[src/rtl/vzc_pkg.sv]
// Shared types, constants and zigzag helpers for the varint codec.
package vzc_pkg;

    localparam int unsigned VALUE_W   = 64;
    localparam int unsigned NARROW_W  = 32;
    localparam int unsigned GROUP_W   = 7;
    localparam int unsigned BYTE_W    = 8;
    localparam int unsigned COUNT_W   = 4;
    localparam int unsigned GROUPS    = 10;

    localparam logic [COUNT_W-1:0] NARROW_LIMIT = 4'd5;
    localparam logic [COUNT_W-1:0] WIDE_LIMIT   = 4'd10;

    localparam int unsigned ADDR_W = 4;
    localparam int unsigned DATA_W = 32;

    // Register indexes as seen on paddr[3:2].
    typedef enum logic [1:0] {
        REG_DIRECTION = 2'd0,
        REG_WIDE_MODE = 2'd1,
        REG_ZIGZAG_ON = 2'd2
    } reg_index_t;

    // Configuration as seen by the encoder and the decoder.
    typedef struct packed {
        logic direction;
        logic wide_mode;
        logic zigzag_on;
    } cfg_t;

    // Encoder state toward the output register.
    typedef struct packed {
        logic              busy;
        logic              last;
        logic [BYTE_W-1:0] data;
    } enc_status_t;

    // Decoder completion toward the output register.
    typedef struct packed {
        logic               done;
        logic [VALUE_W-1:0] value;
    } dec_status_t;

    function automatic logic [VALUE_W-1:0] width_mask(input logic wide);
        logic [VALUE_W-1:0] m;
        m = wide ? {VALUE_W{1'b1}} : {{(VALUE_W-NARROW_W){1'b0}}, {NARROW_W{1'b1}}};
        return m;
    endfunction

    // Zigzag mapping: (n << 1) ^ (n >> (w-1)), held to the width.
    function automatic logic [VALUE_W-1:0] zz_encode(input logic [VALUE_W-1:0] v,
                                                     input logic wide);
        logic sign;
        sign = wide ? v[VALUE_W-1] : v[NARROW_W-1];
        return ({v[VALUE_W-2:0], 1'b0} ^ {VALUE_W{sign}}) & width_mask(wide);
    endfunction

    // Inverse zigzag mapping: (v >> 1) ^ -(v & 1), held to the width.
    function automatic logic [VALUE_W-1:0] zz_decode(input logic [VALUE_W-1:0] v,
                                                     input logic wide);
        logic [VALUE_W-1:0] m;
        m = v & width_mask(wide);
        return ({1'b0, m[VALUE_W-1:1]} ^ {VALUE_W{m[0]}}) & width_mask(wide);
    endfunction

endpackage

[src/rtl/vzc_encoder.sv]
// Encoder: value shifter that emits one 7-bit group per byte.
module vzc_encoder (
    input  logic                                aclk,
    input  logic                                aresetn,
    input  vzc_pkg::cfg_t                       cfg,
    input  logic                                load,
    input  logic [vzc_pkg::VALUE_W-1:0]         value_in,
    input  logic                                step,
    output vzc_pkg::enc_status_t                status
);
    import vzc_pkg::*;

    logic [VALUE_W-1:0] shift_reg, shift_next;
    logic               busy_reg, busy_next;
    logic [VALUE_W-1:0] mapped;
    logic               final_group;

    // The current group is the final one when nothing lies above it.
    assign final_group = ~|shift_reg[VALUE_W-1:GROUP_W];

    // Width mask and optional zigzag mapping of a new value.
    always_comb begin
        mapped = value_in & width_mask(cfg.wide_mode);
        if (cfg.zigzag_on) begin
            mapped = zz_encode(mapped, cfg.wide_mode);
        end
    end

    // A new value takes priority; otherwise each step drops one group.
    always_comb begin
        shift_next = shift_reg;
        busy_next  = busy_reg;
        if (load) begin
            shift_next = mapped;
            busy_next  = 1'b1;
        end else if (step && busy_reg) begin
            shift_next = {{GROUP_W{1'b0}}, shift_reg[VALUE_W-1:GROUP_W]};
            if (final_group) begin
                busy_next = 1'b0;
            end
        end
    end

    always_ff @(posedge aclk) begin
        if (!aresetn) begin
            busy_reg <= 1'b0;
        end else begin
            busy_reg <= busy_next;
        end
    end

    always_ff @(posedge aclk) begin
        shift_reg <= shift_next;
    end

    assign status.busy = busy_reg;
    assign status.last = final_group;
    assign status.data = {~final_group, shift_reg[GROUP_W-1:0]};

endmodule

[src/rtl/vzc_decoder.sv]
// Decoder: gathers 7-bit groups into the accumulator, one byte per request.
module vzc_decoder (
    input  logic                         aclk,
    input  logic                         aresetn,
    input  vzc_pkg::cfg_t                cfg,
    input  logic                         take,
    input  logic [vzc_pkg::BYTE_W-1:0]   in_byte,
    output vzc_pkg::dec_status_t         status
);
    import vzc_pkg::*;

    logic [VALUE_W-1:0] acc_reg, acc_next;
    logic [COUNT_W-1:0] count_reg, count_next;
    logic [VALUE_W-1:0] merged;
    logic [COUNT_W-1:0] count_inc;
    logic [COUNT_W-1:0] limit;
    logic [VALUE_W-1:0] result;

    // Place the group at the slot selected by the byte count.
    always_comb begin
        merged = acc_reg;
        for (int k = 0; k < GROUPS - 1; k++) begin
            if (count_reg == COUNT_W'(k)) begin
                merged[k*GROUP_W +: GROUP_W] = acc_reg[k*GROUP_W +: GROUP_W]
                                             | in_byte[GROUP_W-1:0];
            end
        end
        // The tenth group keeps only its lowest bit; the rest is beyond the width.
        if (count_reg == COUNT_W'(GROUPS - 1)) begin
            merged[VALUE_W-1] = acc_reg[VALUE_W-1] | in_byte[0];
        end
    end

    assign count_inc = count_reg + 1'b1;
    assign limit     = cfg.wide_mode ? WIDE_LIMIT : NARROW_LIMIT;

    // A value completes on a final byte or at the width's byte limit.
    assign status.done = !in_byte[BYTE_W-1] || (count_inc >= limit);

    always_comb begin
        result = merged & width_mask(cfg.wide_mode);
        if (cfg.zigzag_on) begin
            result = zz_decode(result, cfg.wide_mode);
        end
    end
    assign status.value = result;

    // Completion clears the accumulator and the count.
    always_comb begin
        acc_next   = acc_reg;
        count_next = count_reg;
        if (take) begin
            if (status.done) begin
                acc_next   = '0;
                count_next = '0;
            end else begin
                acc_next   = merged;
                count_next = count_inc;
            end
        end
    end

    always_ff @(posedge aclk) begin
        if (!aresetn) begin
            acc_reg   <= '0;
            count_reg <= '0;
        end else begin
            acc_reg   <= acc_next;
            count_reg <= count_next;
        end
    end

endmodule

[src/rtl/varint_zigzag_codec.sv]
// Top level of the base-128 varint codec with optional zigzag mapping.
// Encode (direction 0): each accepted value yields 1 to 5 bytes (32-bit
// mode) or 1 to 10 bytes (64-bit mode); the encoder's value shifter emits
// one 7-bit group per cycle while the output is free, the next value is
// taken in the cycle its last byte leaves, and each value is held in the
// value shifter and its bytes in the output register. Decode (direction 1):
// one byte is taken per cycle while the output is free and the encoder
// idle; a completed value is registered in the cycle after its final byte.
// Results carry tuser flags; tlast marks the final result of each request.
// Registers are to be written over the APB port while the block is idle,
// not enforced by the block; direction at 0x0, wide_mode at 0x4, zigzag_on at 0x8.
module varint_zigzag_codec (
    input  logic                         aclk,
    input  logic                         aresetn,
    // APB configuration port
    input  logic                         psel,
    input  logic                         penable,
    input  logic                         pwrite,
    input  logic [vzc_pkg::ADDR_W-1:0]   paddr,
    input  logic [vzc_pkg::DATA_W-1:0]   pwdata,
    output logic [vzc_pkg::DATA_W-1:0]   prdata,
    output logic                         pready,
    // Input stream
    input  logic                         s_tvalid,
    output logic                         s_tready,
    input  logic [71:0]                  s_tdata,   // value_in[63:0], in_byte[71:64]
    // Output stream
    output logic                         m_tvalid,
    input  logic                         m_tready,
    output logic [71:0]                  m_tdata,   // out_byte[7:0], value_out[71:8]
    output logic [1:0]                   m_tuser,   // byte_valid[0], value_valid[1]
    output logic                         m_tlast
);
    import vzc_pkg::*;

    cfg_t        cfg_reg, cfg_next;
    enc_status_t enc_st;
    dec_status_t dec_st;

    logic              m_valid_reg, m_valid_next;
    logic [BYTE_W-1:0] out_byte_reg, out_byte_next;
    logic [VALUE_W-1:0] value_out_reg, value_out_next;
    logic              byte_valid_reg, byte_valid_next;
    logic              value_valid_reg, value_valid_next;
    logic              last_reg, last_next;

    logic        cfg_write;
    reg_index_t  cfg_index;
    logic        out_free;
    logic        s_accept;
    logic        enc_load;
    logic        enc_emit;
    logic        dec_take;

    // Register port: always ready, written in the access cycle.
    assign pready    = 1'b1;
    assign cfg_write = psel && penable && pwrite && pready;
    assign cfg_index = reg_index_t'(paddr[3:2]);

    always_comb begin
        cfg_next = cfg_reg;
        if (cfg_write) begin
            unique case (cfg_index)
                REG_DIRECTION: cfg_next.direction = pwdata[0];
                REG_WIDE_MODE: cfg_next.wide_mode = pwdata[0];
                REG_ZIGZAG_ON: cfg_next.zigzag_on = pwdata[0];
                default:       cfg_next = cfg_reg;
            endcase
        end
    end

    always_comb begin
        unique case (cfg_index)
            REG_DIRECTION: prdata = {{(DATA_W-1){1'b0}}, cfg_reg.direction};
            REG_WIDE_MODE: prdata = {{(DATA_W-1){1'b0}}, cfg_reg.wide_mode};
            REG_ZIGZAG_ON: prdata = {{(DATA_W-1){1'b0}}, cfg_reg.zigzag_on};
            default:       prdata = '0;
        endcase
    end

    always_ff @(posedge aclk) begin
        if (!aresetn) begin
            cfg_reg <= '{direction: 1'b0, wide_mode: 1'b1, zigzag_on: 1'b0};
        end else begin
            cfg_reg <= cfg_next;
        end
    end

    // Handshake: the output register frees when empty or being taken.
    assign out_free = !m_valid_reg || m_tready;
    assign enc_emit = enc_st.busy && out_free;
    assign s_tready = cfg_reg.direction ? (out_free && !enc_st.busy)
                                        : (!enc_st.busy || (out_free && enc_st.last));
    assign s_accept = s_tvalid && s_tready;
    assign enc_load = s_accept && !cfg_reg.direction;
    assign dec_take = s_accept && cfg_reg.direction;

    vzc_encoder u_encoder (
        .aclk     (aclk),
        .aresetn  (aresetn),
        .cfg      (cfg_reg),
        .load     (enc_load),
        .value_in (s_tdata[VALUE_W-1:0]),
        .step     (enc_emit),
        .status   (enc_st)
    );

    vzc_decoder u_decoder (
        .aclk     (aclk),
        .aresetn  (aresetn),
        .cfg      (cfg_reg),
        .take     (dec_take),
        .in_byte  (s_tdata[VALUE_W +: BYTE_W]),
        .status   (dec_st)
    );

    // Output register, loaded by the encoder or by a completed decode.
    always_comb begin
        m_valid_next     = m_valid_reg;
        out_byte_next    = out_byte_reg;
        value_out_next   = value_out_reg;
        byte_valid_next  = byte_valid_reg;
        value_valid_next = value_valid_reg;
        last_next        = last_reg;
        if (enc_emit) begin
            m_valid_next     = 1'b1;
            out_byte_next    = enc_st.data;
            value_out_next   = '0;
            byte_valid_next  = 1'b1;
            value_valid_next = 1'b0;
            last_next        = enc_st.last;
        end else if (dec_take && dec_st.done) begin
            m_valid_next     = 1'b1;
            out_byte_next    = '0;
            value_out_next   = dec_st.value;
            byte_valid_next  = 1'b0;
            value_valid_next = 1'b1;
            last_next        = 1'b1;
        end else if (m_tready) begin
            m_valid_next     = 1'b0;
        end
    end

    always_ff @(posedge aclk) begin
        if (!aresetn) begin
            m_valid_reg <= 1'b0;
        end else begin
            m_valid_reg <= m_valid_next;
        end
    end

    always_ff @(posedge aclk) begin
        out_byte_reg    <= out_byte_next;
        value_out_reg   <= value_out_next;
        byte_valid_reg  <= byte_valid_next;
        value_valid_reg <= value_valid_next;
        last_reg        <= last_next;
    end

    assign m_tvalid = m_valid_reg;
    assign m_tdata  = {value_out_reg, out_byte_reg};
    assign m_tuser  = {value_valid_reg, byte_valid_reg};
    assign m_tlast  = last_reg;

    // A decode request is never taken while the encoder still holds a value.
    a_decode_when_idle: assert property (@(posedge aclk) disable iff (!aresetn)
        dec_take |-> !enc_st.busy)
        else $error("decode request taken while encoder busy");

    // The encoder goes idle after its final byte unless a new value came in.
    a_encoder_ends: assert property (@(posedge aclk) disable iff (!aresetn)
        (enc_emit && enc_st.last && !enc_load) |=> !enc_st.busy)
        else $error("encoder still busy after its final byte");

    // A valid result carries exactly one kind of payload.
    a_one_kind: assert property (@(posedge aclk) disable iff (!aresetn)
        m_valid_reg |-> (byte_valid_reg ^ value_valid_reg))
        else $error("result carries no kind or both kinds");

    // A decoded value is always the final result of its request.
    a_value_is_last: assert property (@(posedge aclk) disable iff (!aresetn)
        (m_valid_reg && value_valid_reg) |-> last_reg)
        else $error("decoded value without last");

endmodule
[config.mk]
export PLATFORM = sky130hd
export DESIGN_NAME = varint_zigzag_codec
export DESIGN_NICKNAME = d
export VERILOG_FILES = /design/src/rtl/vzc_pkg.sv /design/src/rtl/vzc_encoder.sv /design/src/rtl/vzc_decoder.sv /design/src/rtl/varint_zigzag_codec.sv
export SDC_FILE = /design/constraint.sdc
export NUM_CORES = 1
export LEC_CHECK = 0
export BUFFER_PORTS_ARGS = -buffer_cell sky130_fd_sc_hd__buf_2
export CORE_MARGIN = 10
export CORE_UTILIZATION = 45
export CTS_BUF_LIST = sky130_fd_sc_hd__clkbuf_16
export DETAILED_ROUTE_END_ITERATION = 10
export GPL_ROUTABILITY_DRIVEN = 0
export PLACE_DENSITY_LB_ADDON = 0.2
export SKIP_CTS_REPAIR_TIMING = 1
export SYNTH_ARGS = -nofsm -noshare
export SYNTH_HDL_FRONTEND = slang
export SYNTH_HIERARCHICAL = 1
export SYNTH_SLANG_ARGS = --single-unit
[constraint.sdc]
create_clock -name aclk -period 5.3 [get_ports aclk]
set_clock_uncertainty 0.2 [all_clocks]
set_input_delay 1.06 -clock aclk [delete_from_list [all_inputs] [get_ports aclk]]
set_output_delay 1.06 -clock aclk [all_outputs]
set_load 0.01 [all_outputs]
Yosys cells after proc, flatten, opt, wreduce, memory -nomap -nowiden. Cells that the tools add are included.

Output and inout port bits: 110. Register bits: 212. Memory bits (writable): 0. Bits in latches: 0. Input bits: 115. Memories: 0. Bits in read-only memories: 0.

$mul: 0. Magnitude comparators: 1. Bitwise gates (word level): 17. Shift operators: 0. Div/mod/pow operators: 0. Reduce and logical (&&, ||, !) cells: 28. $add $sub $neg: 1. Eq/ne operators: 12. Mux-type cells: 31.

Operators by type and width (number): $mux 64 (6); $and 64x64->64 (5); $xor 63x64->64 (1); $xor 64x64->64 (1); $mux 7 (9); $or 7x7->7 (9); $reduce_or 57->1 (1); $eq 4x3->1 const B (4); $mux 8 (2); $mux 1 (11); $logic_and 1x1->1 (10); $eq 4x2->1 const B (2); $eq 4x4->1 const B (2); $mux 4 (2); $reduce_and 2->1 (4); $logic_not 1->1 (5); $add 4x1->4 const B (1); $eq 4x1->1 const B (1); $ge 4x4->1 (1); $logic_not 4->1 (1); $reduce_bool 2->1 (2); $logic_or 1x1->1 (3); $pmux 1 s3 (1); $reduce_bool 3->1 (1); 5 further kinds (5).

Depth between registers and ports, before layout. Gate-level depths: netlist of the first run.

Depth after elaboration: 10. Gate-level depth with buffers: 13. Mapped depth without buffers: 9.

By module. Netlist of the first run, hierarchy kept.

By module, submodules not included: vzc_decoder (area an instance 4554.4 µm², times used 1, cells an instance 582); vzc_encoder (area an instance 4017.6 µm², times used 1, cells an instance 381); varint_zigzag_codec (area an instance 3515.9 µm², times used 1, cells an instance 371).

Least setup slack after synthesis of the first run. Ideal clock, no wire load.

Path kind: input -> register. From: in m_tready. To: reg u_encoder.shift_reg[0] (enable). Stages: 9. Path buffers: 4. Setup slack: 0.852 ns. Data arrival time: 3.561 ns. Library setup time: 0.687 ns. Cell sequence: nor2b_1 buf_2 clkbuf_1 a21oi_1 o211a_1 inv_1 clkbuf_1 clkbuf_1 nand2_1.

Word-level cells in the longest chain between the ends: 7.

Ends and longest elaborated chain: start, declared (RTL line varint_zigzag_codec.sv:29) `input logic m_tready,`; $logic_or 1x1->1 * (RTL line varint_zigzag_codec.sv:90) `assign out_free = !m_valid_reg || m_tready;`; $logic_and 1x1->1 (RTL line varint_zigzag_codec.sv:93) `: (!enc_st.busy || (out_free && enc_st.last));`; $logic_or 1x1->1 (RTL line varint_zigzag_codec.sv:93); $mux 1 * (RTL line varint_zigzag_codec.sv:92) `assign s_tready = cfg_reg.direction ? (out_free && !enc_st.busy)`; $logic_and 1x1->1 * (RTL line varint_zigzag_codec.sv:94) `assign s_accept = s_tvalid && s_tready;`; $logic_and 1x1->1 * (RTL line varint_zigzag_codec.sv:95) `assign enc_load = s_accept && !cfg_reg.direction;`; named net enc_load (RTL line varint_zigzag_codec.sv:51) `logic enc_load;`; $reduce_bool 2->1 (no source line) *; end signal, assigned (RTL line vzc_encoder.sv:53) `shift_reg <= shift_next;`; end, declared (RTL line vzc_encoder.sv:13) `logic [VALUE_W-1:0] shift_reg, shift_next;`.

Mark *: on every way through the listed nets, which the timed path passes. The rest lies on a longest branch. A chain may end at the register's enable or synchronous reset.

==> impl_metrics.json, run 1 <==
{
  "drtIter0Drc": 623,
  "avgSynthCellArea_sq_um": 9.06,
  "hold_violations": 0,
  "rr_worst_depth": 10,
  "worstPathArrival_ns": 3.87,
  "worstHoldPathType": "reg -> reg",
  "rows": 59,
  "yosysWarnings": 6,
  "clkPwrFrac": 0.421,
  "path_class": "reg -> reg",
  "cts_buffers": 25,
  "worst_pin_slew_ns": 1.06,
  "coreArea_sq_um": 26300,
  "r2r-start": "u_encoder/shift_reg[61]",
  "setup_viol": 0,
  "ys_ff_latch": 212,
  "fp.dieH_microns": 184,
  "grt_pass1_vias": 9033,
  "grt_max_degree": 98,
  "clk_pin_slew_worst_paths_ns": 0.06,
  "clk_latency_ns": 0.52,
  "drive_gt1_frac": 0.160,
  "n_antenna_cell": 0,
  "slew_violations": 0,
  "status": "completed",
  "ant_nets": 0,
  "timing.fmax_mhz": 254,
  "async_reset_ff_frac": 0,
  "drt-pass1-iter-count": 5,
  "crit_required_ns": 5.24,
  "crit_path_end_kind": "flop",
  "hold_depth": 1,
  "start_util": 0.460,
  "switching_share": 0.250,
  "track_usage": 0.166,
  "power_switching_w": 0.000938,
  "drv_cap": 0,
  "synth_cells": 1334,
  "clockBufferDepth": 3,
  "p_per_area_nw_per_um2": 280,
  "htreeDepth": 1,
  "pin_count": 225,
  "period_minus_slack_ns": 3.93,
  "area_growth_pct": 11.1,
  "nets": 1523,
  "cts_sinks": 212,
  "drc": 0,
  "totalWireLength_mm": 29.6,
  "ir_drop_v": 0.000196,
  "cp-startpoint": "u_encoder/shift_reg[61]",
  "path_max_fanout": 64,
  "via_count": 9338,
  "avgRoutedWirePerCell_microns": 16.9,
  "overflow": 0,
  "dpl.hpwl_mm": 20.0,
  "hp-start": "byte_valid_reg",
  "layout_common_cells": "a21oi_1 (159), buf_2 (159), dfxtp_1 (138)",
  "synth_edf_count": 73,
  "root_buffer": "clkbuf_16",
  "grt_pass1_wl_mm": 46.9,
  "rsz0062_at_grt": "no",
  "ys_seq_area_frac": 0.412,
  "internal-power_w": 0.00281,
  "p_leak_nw": 5.92,
  "die-area_sq_um": 33800,
  "via_per_inst": 5.32,
  "p_comb_frac": 0.097,
  "final.period_utilization": 0.742,
  "fp.dieW_microns": 184,
  "cts_tree": "done",
  "io_buffer_count": 159,
  "slew_headroom": 0.291,
  "antenna_found_initial": 0,
  "worst_slack_ns": 1.37,
  "seq_power_share": 0.482,
  "yosysUniqueCellTypes": 50,
  "ys.flop_type": "dfxtp_1",
  "syn_area_sq_um": 12100,
  "fin_tns_setup_ns": 0,
  "place_ws_ns": 1.36,
  "critPathLaunchType": "flop"
}
power by group through the flow:
stage          clock (W)  combinational [W]  sequential, W
6_report         0.00158           0.000365        0.00181
5_1_grt          0.00168           0.000403        0.00182
4_1_cts          0.00161           0.000367        0.00181
3_5_place_dp           0           0.000366        0.00184
3_3_place_gp           0           0.000362        0.00184
2_1_floorplan          0           0.000287        0.00183
final timing paths:
check / to / slack [ns]
worst max-delay path: u_encoder/shift_reg[50] / 1.37
worst min-delay path: byte_valid_reg / 0.26
worst min register to register: byte_valid_reg / 0.26
worst max register to register: u_encoder/shift_reg[50] / 1.37
per-layer routing:
metal	GRT usage	vias up	part of all wire
met5	0	-	0
li1	-	4716	-
met4	0.0338	0	0.013
met1	0.224	4333	0.47
met3	0.0312	33	0.060
met2	0.270	256	0.45
critical path, stage by stage (launching register included):
cell      delay (ns)
edfxtp_1        0.40
nor4_1          0.45
nand4_1         0.24
nor4_2          0.34
buf_4           0.18
nand2b_1        0.05
a21oi_1         0.18
o211a_2         0.25
inv_1           0.41
nand2_2         0.16
buf_4           0.63
cells in the mapped netlist (all sizes together), types with 2 or more instances:
master,count,area [sq um]
nor3,3,15.0
nor3b,5,57.6
or3,2,12.5
o21a,2,15.0
a21o,66,495
a21oi,159,796
dfxtp,139,2780
xor2,2,17.5
o221ai,31,272
buf,87,619
nor2,45,185
a211oi,8,60.1
nand3b,4,30.0
edfxtp,73,2190
o21ai,96,480
and4bb,5,66.3
ha,8,100
and4b,7,70.1
o2bb2ai,25,219
and2,8,50.1
o311ai,2,17.5
inv,76,285
nand3,8,40.0
nor4,14,93.8
nand2b,4,25.0
nor2b,2,12.5
conb,2,7.51
and3b,6,52.6
nand4,3,18.8
mux2i,129,1300
o211a,2,20.0
clkbuf,78,293
a31oi,2,12.5
xnor2,96,841
nand2,130,488
logic make-up after synthesis:
group	after synthesis	share of synthesized area
compound gates	398	0.201
simple gates	246	0.101
buf+inv	241	0.0991
flops	212	0.412
mux	129	0.108
xor+xnor	98	0.0710
fa+ha+maj	8	0.00828
other cells	2	0.000621
final cells by class:
cell class | count | area, sq um
Clock buffer | 27 | 676
Clock inverter | 19 | 85.1
Fill cell | 2491 | 12900
Inverter | 76 | 285
Multi-Input combinational cell | 911 | 6060
Sequential cell | 212 | 4980
Tap cell | 335 | 419
Timing Repair Buffer | 174 | 921
through the flow:
step,util,std cells,hold WS (ns),total power (W),instance area [sq um]
finish,0.511,1754,0.255,0.00375,13400
global route,0.511,1754,0.289,0.00390,13400
CTS,0.511,1754,0.261,0.00379,13400
detailed placement,0.482,1708,0.247,0.00221,12700
global placement,0.482,1708,0.235,0.00220,12700
floorplan,-,1364,0.227,0.00212,12200
(Power assumes the default switching activity.)
==> run 2: changes to the inputs <==
- clock period: 5.3 -> 3.93 ns (I/O delays scaled with it)
==> impl_metrics.json, run 2 (synthesis gave the netlist of run 1 again) <==
{
  "via_per_inst": 5.29,
  "slew_violations": 0,
  "path_max_fanout": 2,
  "crit_path_end_kind": "output pin",
  "period_minus_slack_ns": 3.62,
  "rsz0062_at_grt": "no",
  "cts_tree": "done",
  "crit_required_ns": 2.94,
  "htreeDepth": 1,
  "p_leak_nw": 5.94,
  "worst_pin_slew_ns": 1.01,
  "antenna_found_initial": 0,
  "grt_max_degree": 83,
  "ir_drop_v": 0.000272,
  "slew_headroom": 0.329,
  "start_util": 0.460,
  "cts_sinks": 212,
  "n_antenna_cell": 0,
  "worstHoldPathType": "reg -> reg",
  "dpl.hpwl_mm": 19.9,
  "avgRoutedWirePerCell_microns": 16.8,
  "fin_tns_setup_ns": 0,
  "overflow": 0,
  "p_per_area_nw_per_um2": 376,
  "totalWireLength_mm": 29.5,
  "final.period_utilization": 0.921,
  "cts_buffers": 24,
  "clk_latency_ns": 0.52,
  "clk_pin_slew_worst_paths_ns": 0.06,
  "worstPathArrival_ns": 2.63,
  "layout_common_cells": "a21oi_1 (159), buf_2 (159), dfxtp_1 (138)",
  "root_buffer": "clkbuf_16",
  "hold-worst-slack_ns": 0.250,
  "path_class": "reg -> out",
  "io_buffer_count": 159,
  "ant_nets": 0,
  "critPathLaunchType": "flop",
  "grt_pass1_vias": 8759,
  "fp.dieW_microns": 184,
  "coreArea_sq_um": 26300,
  "setup_viol": 0,
  "pin_count": 225,
  "area_growth_pct": 11.4,
  "ff2ff_setup_slack_ns": 0.67,
  "fp.dieH_microns": 184,
  "nets": 1527,
  "drv_cap": 0,
  "drc": 0,
  "drtIter0Drc": 684,
  "drt-pass1-iter-count": 5,
  "via_count": 9286,
  "grt_pass1_wl_mm": 46.9,
  "hold_violations": 0,
  "rows": 59,
  "die-area_sq_um": 33800,
  "timing.fmax_mhz": 276,
  "status": "completed",
  "track_usage": 0.166,
  "drive_gt1_frac": 0.167,
  "clockBufferDepth": 3
}
run 2: cell types whose count changed in the layout (fill, tap and decap cells not counted):
cell | before | now
clkbuf_16 | 27 | 25
inv_2 | 2 | 7
buf_12 | 1 | 3
buf_4 | 14 | 17
clkinv_1 | 7 | 5
clkinv_2 | 3 | 6
inv_1 | 81 | 75
bufinv_16 | 0 | 1
clkinv_4 | 1 | 0
run 2: per-stage QoR:
step | worst slack, ns | std cells | total power [W] | utilization | area [sq um]
2_1_floorplan | 0.384 | 1364 | 0.00286 | - | 12200
3_3_place_gp | 0.675 | 1713 | 0.00298 | 0.484 | 12700
3_5_place_dp | 0.634 | 1713 | 0.00299 | 0.484 | 12700
4_1_cts | 0.235 | 1757 | 0.00512 | 0.512 | 13500
5_1_grt | 0.138 | 1757 | 0.00527 | 0.512 | 13500
6_report | 0.310 | 1757 | 0.00507 | 0.512 | 13500
run 2: power breakdown:
group | switching, W | internal [W] | total (W)
logic | 0.000310 | 0.000184 | 0.000494
clock network | 0.000918 | 0.00121 | 0.00213
registers | 0.0000538 | 0.00239 | 0.00244
run 2: layout make-up:
class	count	area (sq um)
fillers	2504	12800
repair buffers	179	983
multi-input cells	911	6060
inverters	76	285
well taps	335	419
clock buffers	25	626
clock inverters	19	110
flip-flops and latches	212	4980
run 2: path summary, 6_finish.rpt:
check / startpoint / cells after the start / endpoint
hold reg to reg: byte_valid_reg / 1 / byte_valid_reg
setup / recovery: u_encoder/shift_reg[61] / 7 / s_tready
hold / removal: byte_valid_reg / 1 / byte_valid_reg
setup reg to reg: u_encoder/shift_reg[61] / 9 / u_encoder/shift_reg[5]
run 2: worst max-delay path: stages, from the launching register on:
cell,delay [ns]
edfxtp_1,0.40
nor4_1,0.40
nand4_1,0.24
nor4_2,0.51
nand2b_1,0.10
a21oi_1,0.21
a21o_1,0.12
buf_2,0.13
run 2: per-layer routing:
layer  GRT usage  routed length [microns]  up-vias  share of wire
met5           0                        0        -              0
met4      0.0393                      465        0          0.016
li1            -                        -     4740              -
met3      0.0348                     2080       38          0.071
met2       0.256                    13200      278           0.45
met1       0.232                    13800     4230           0.47
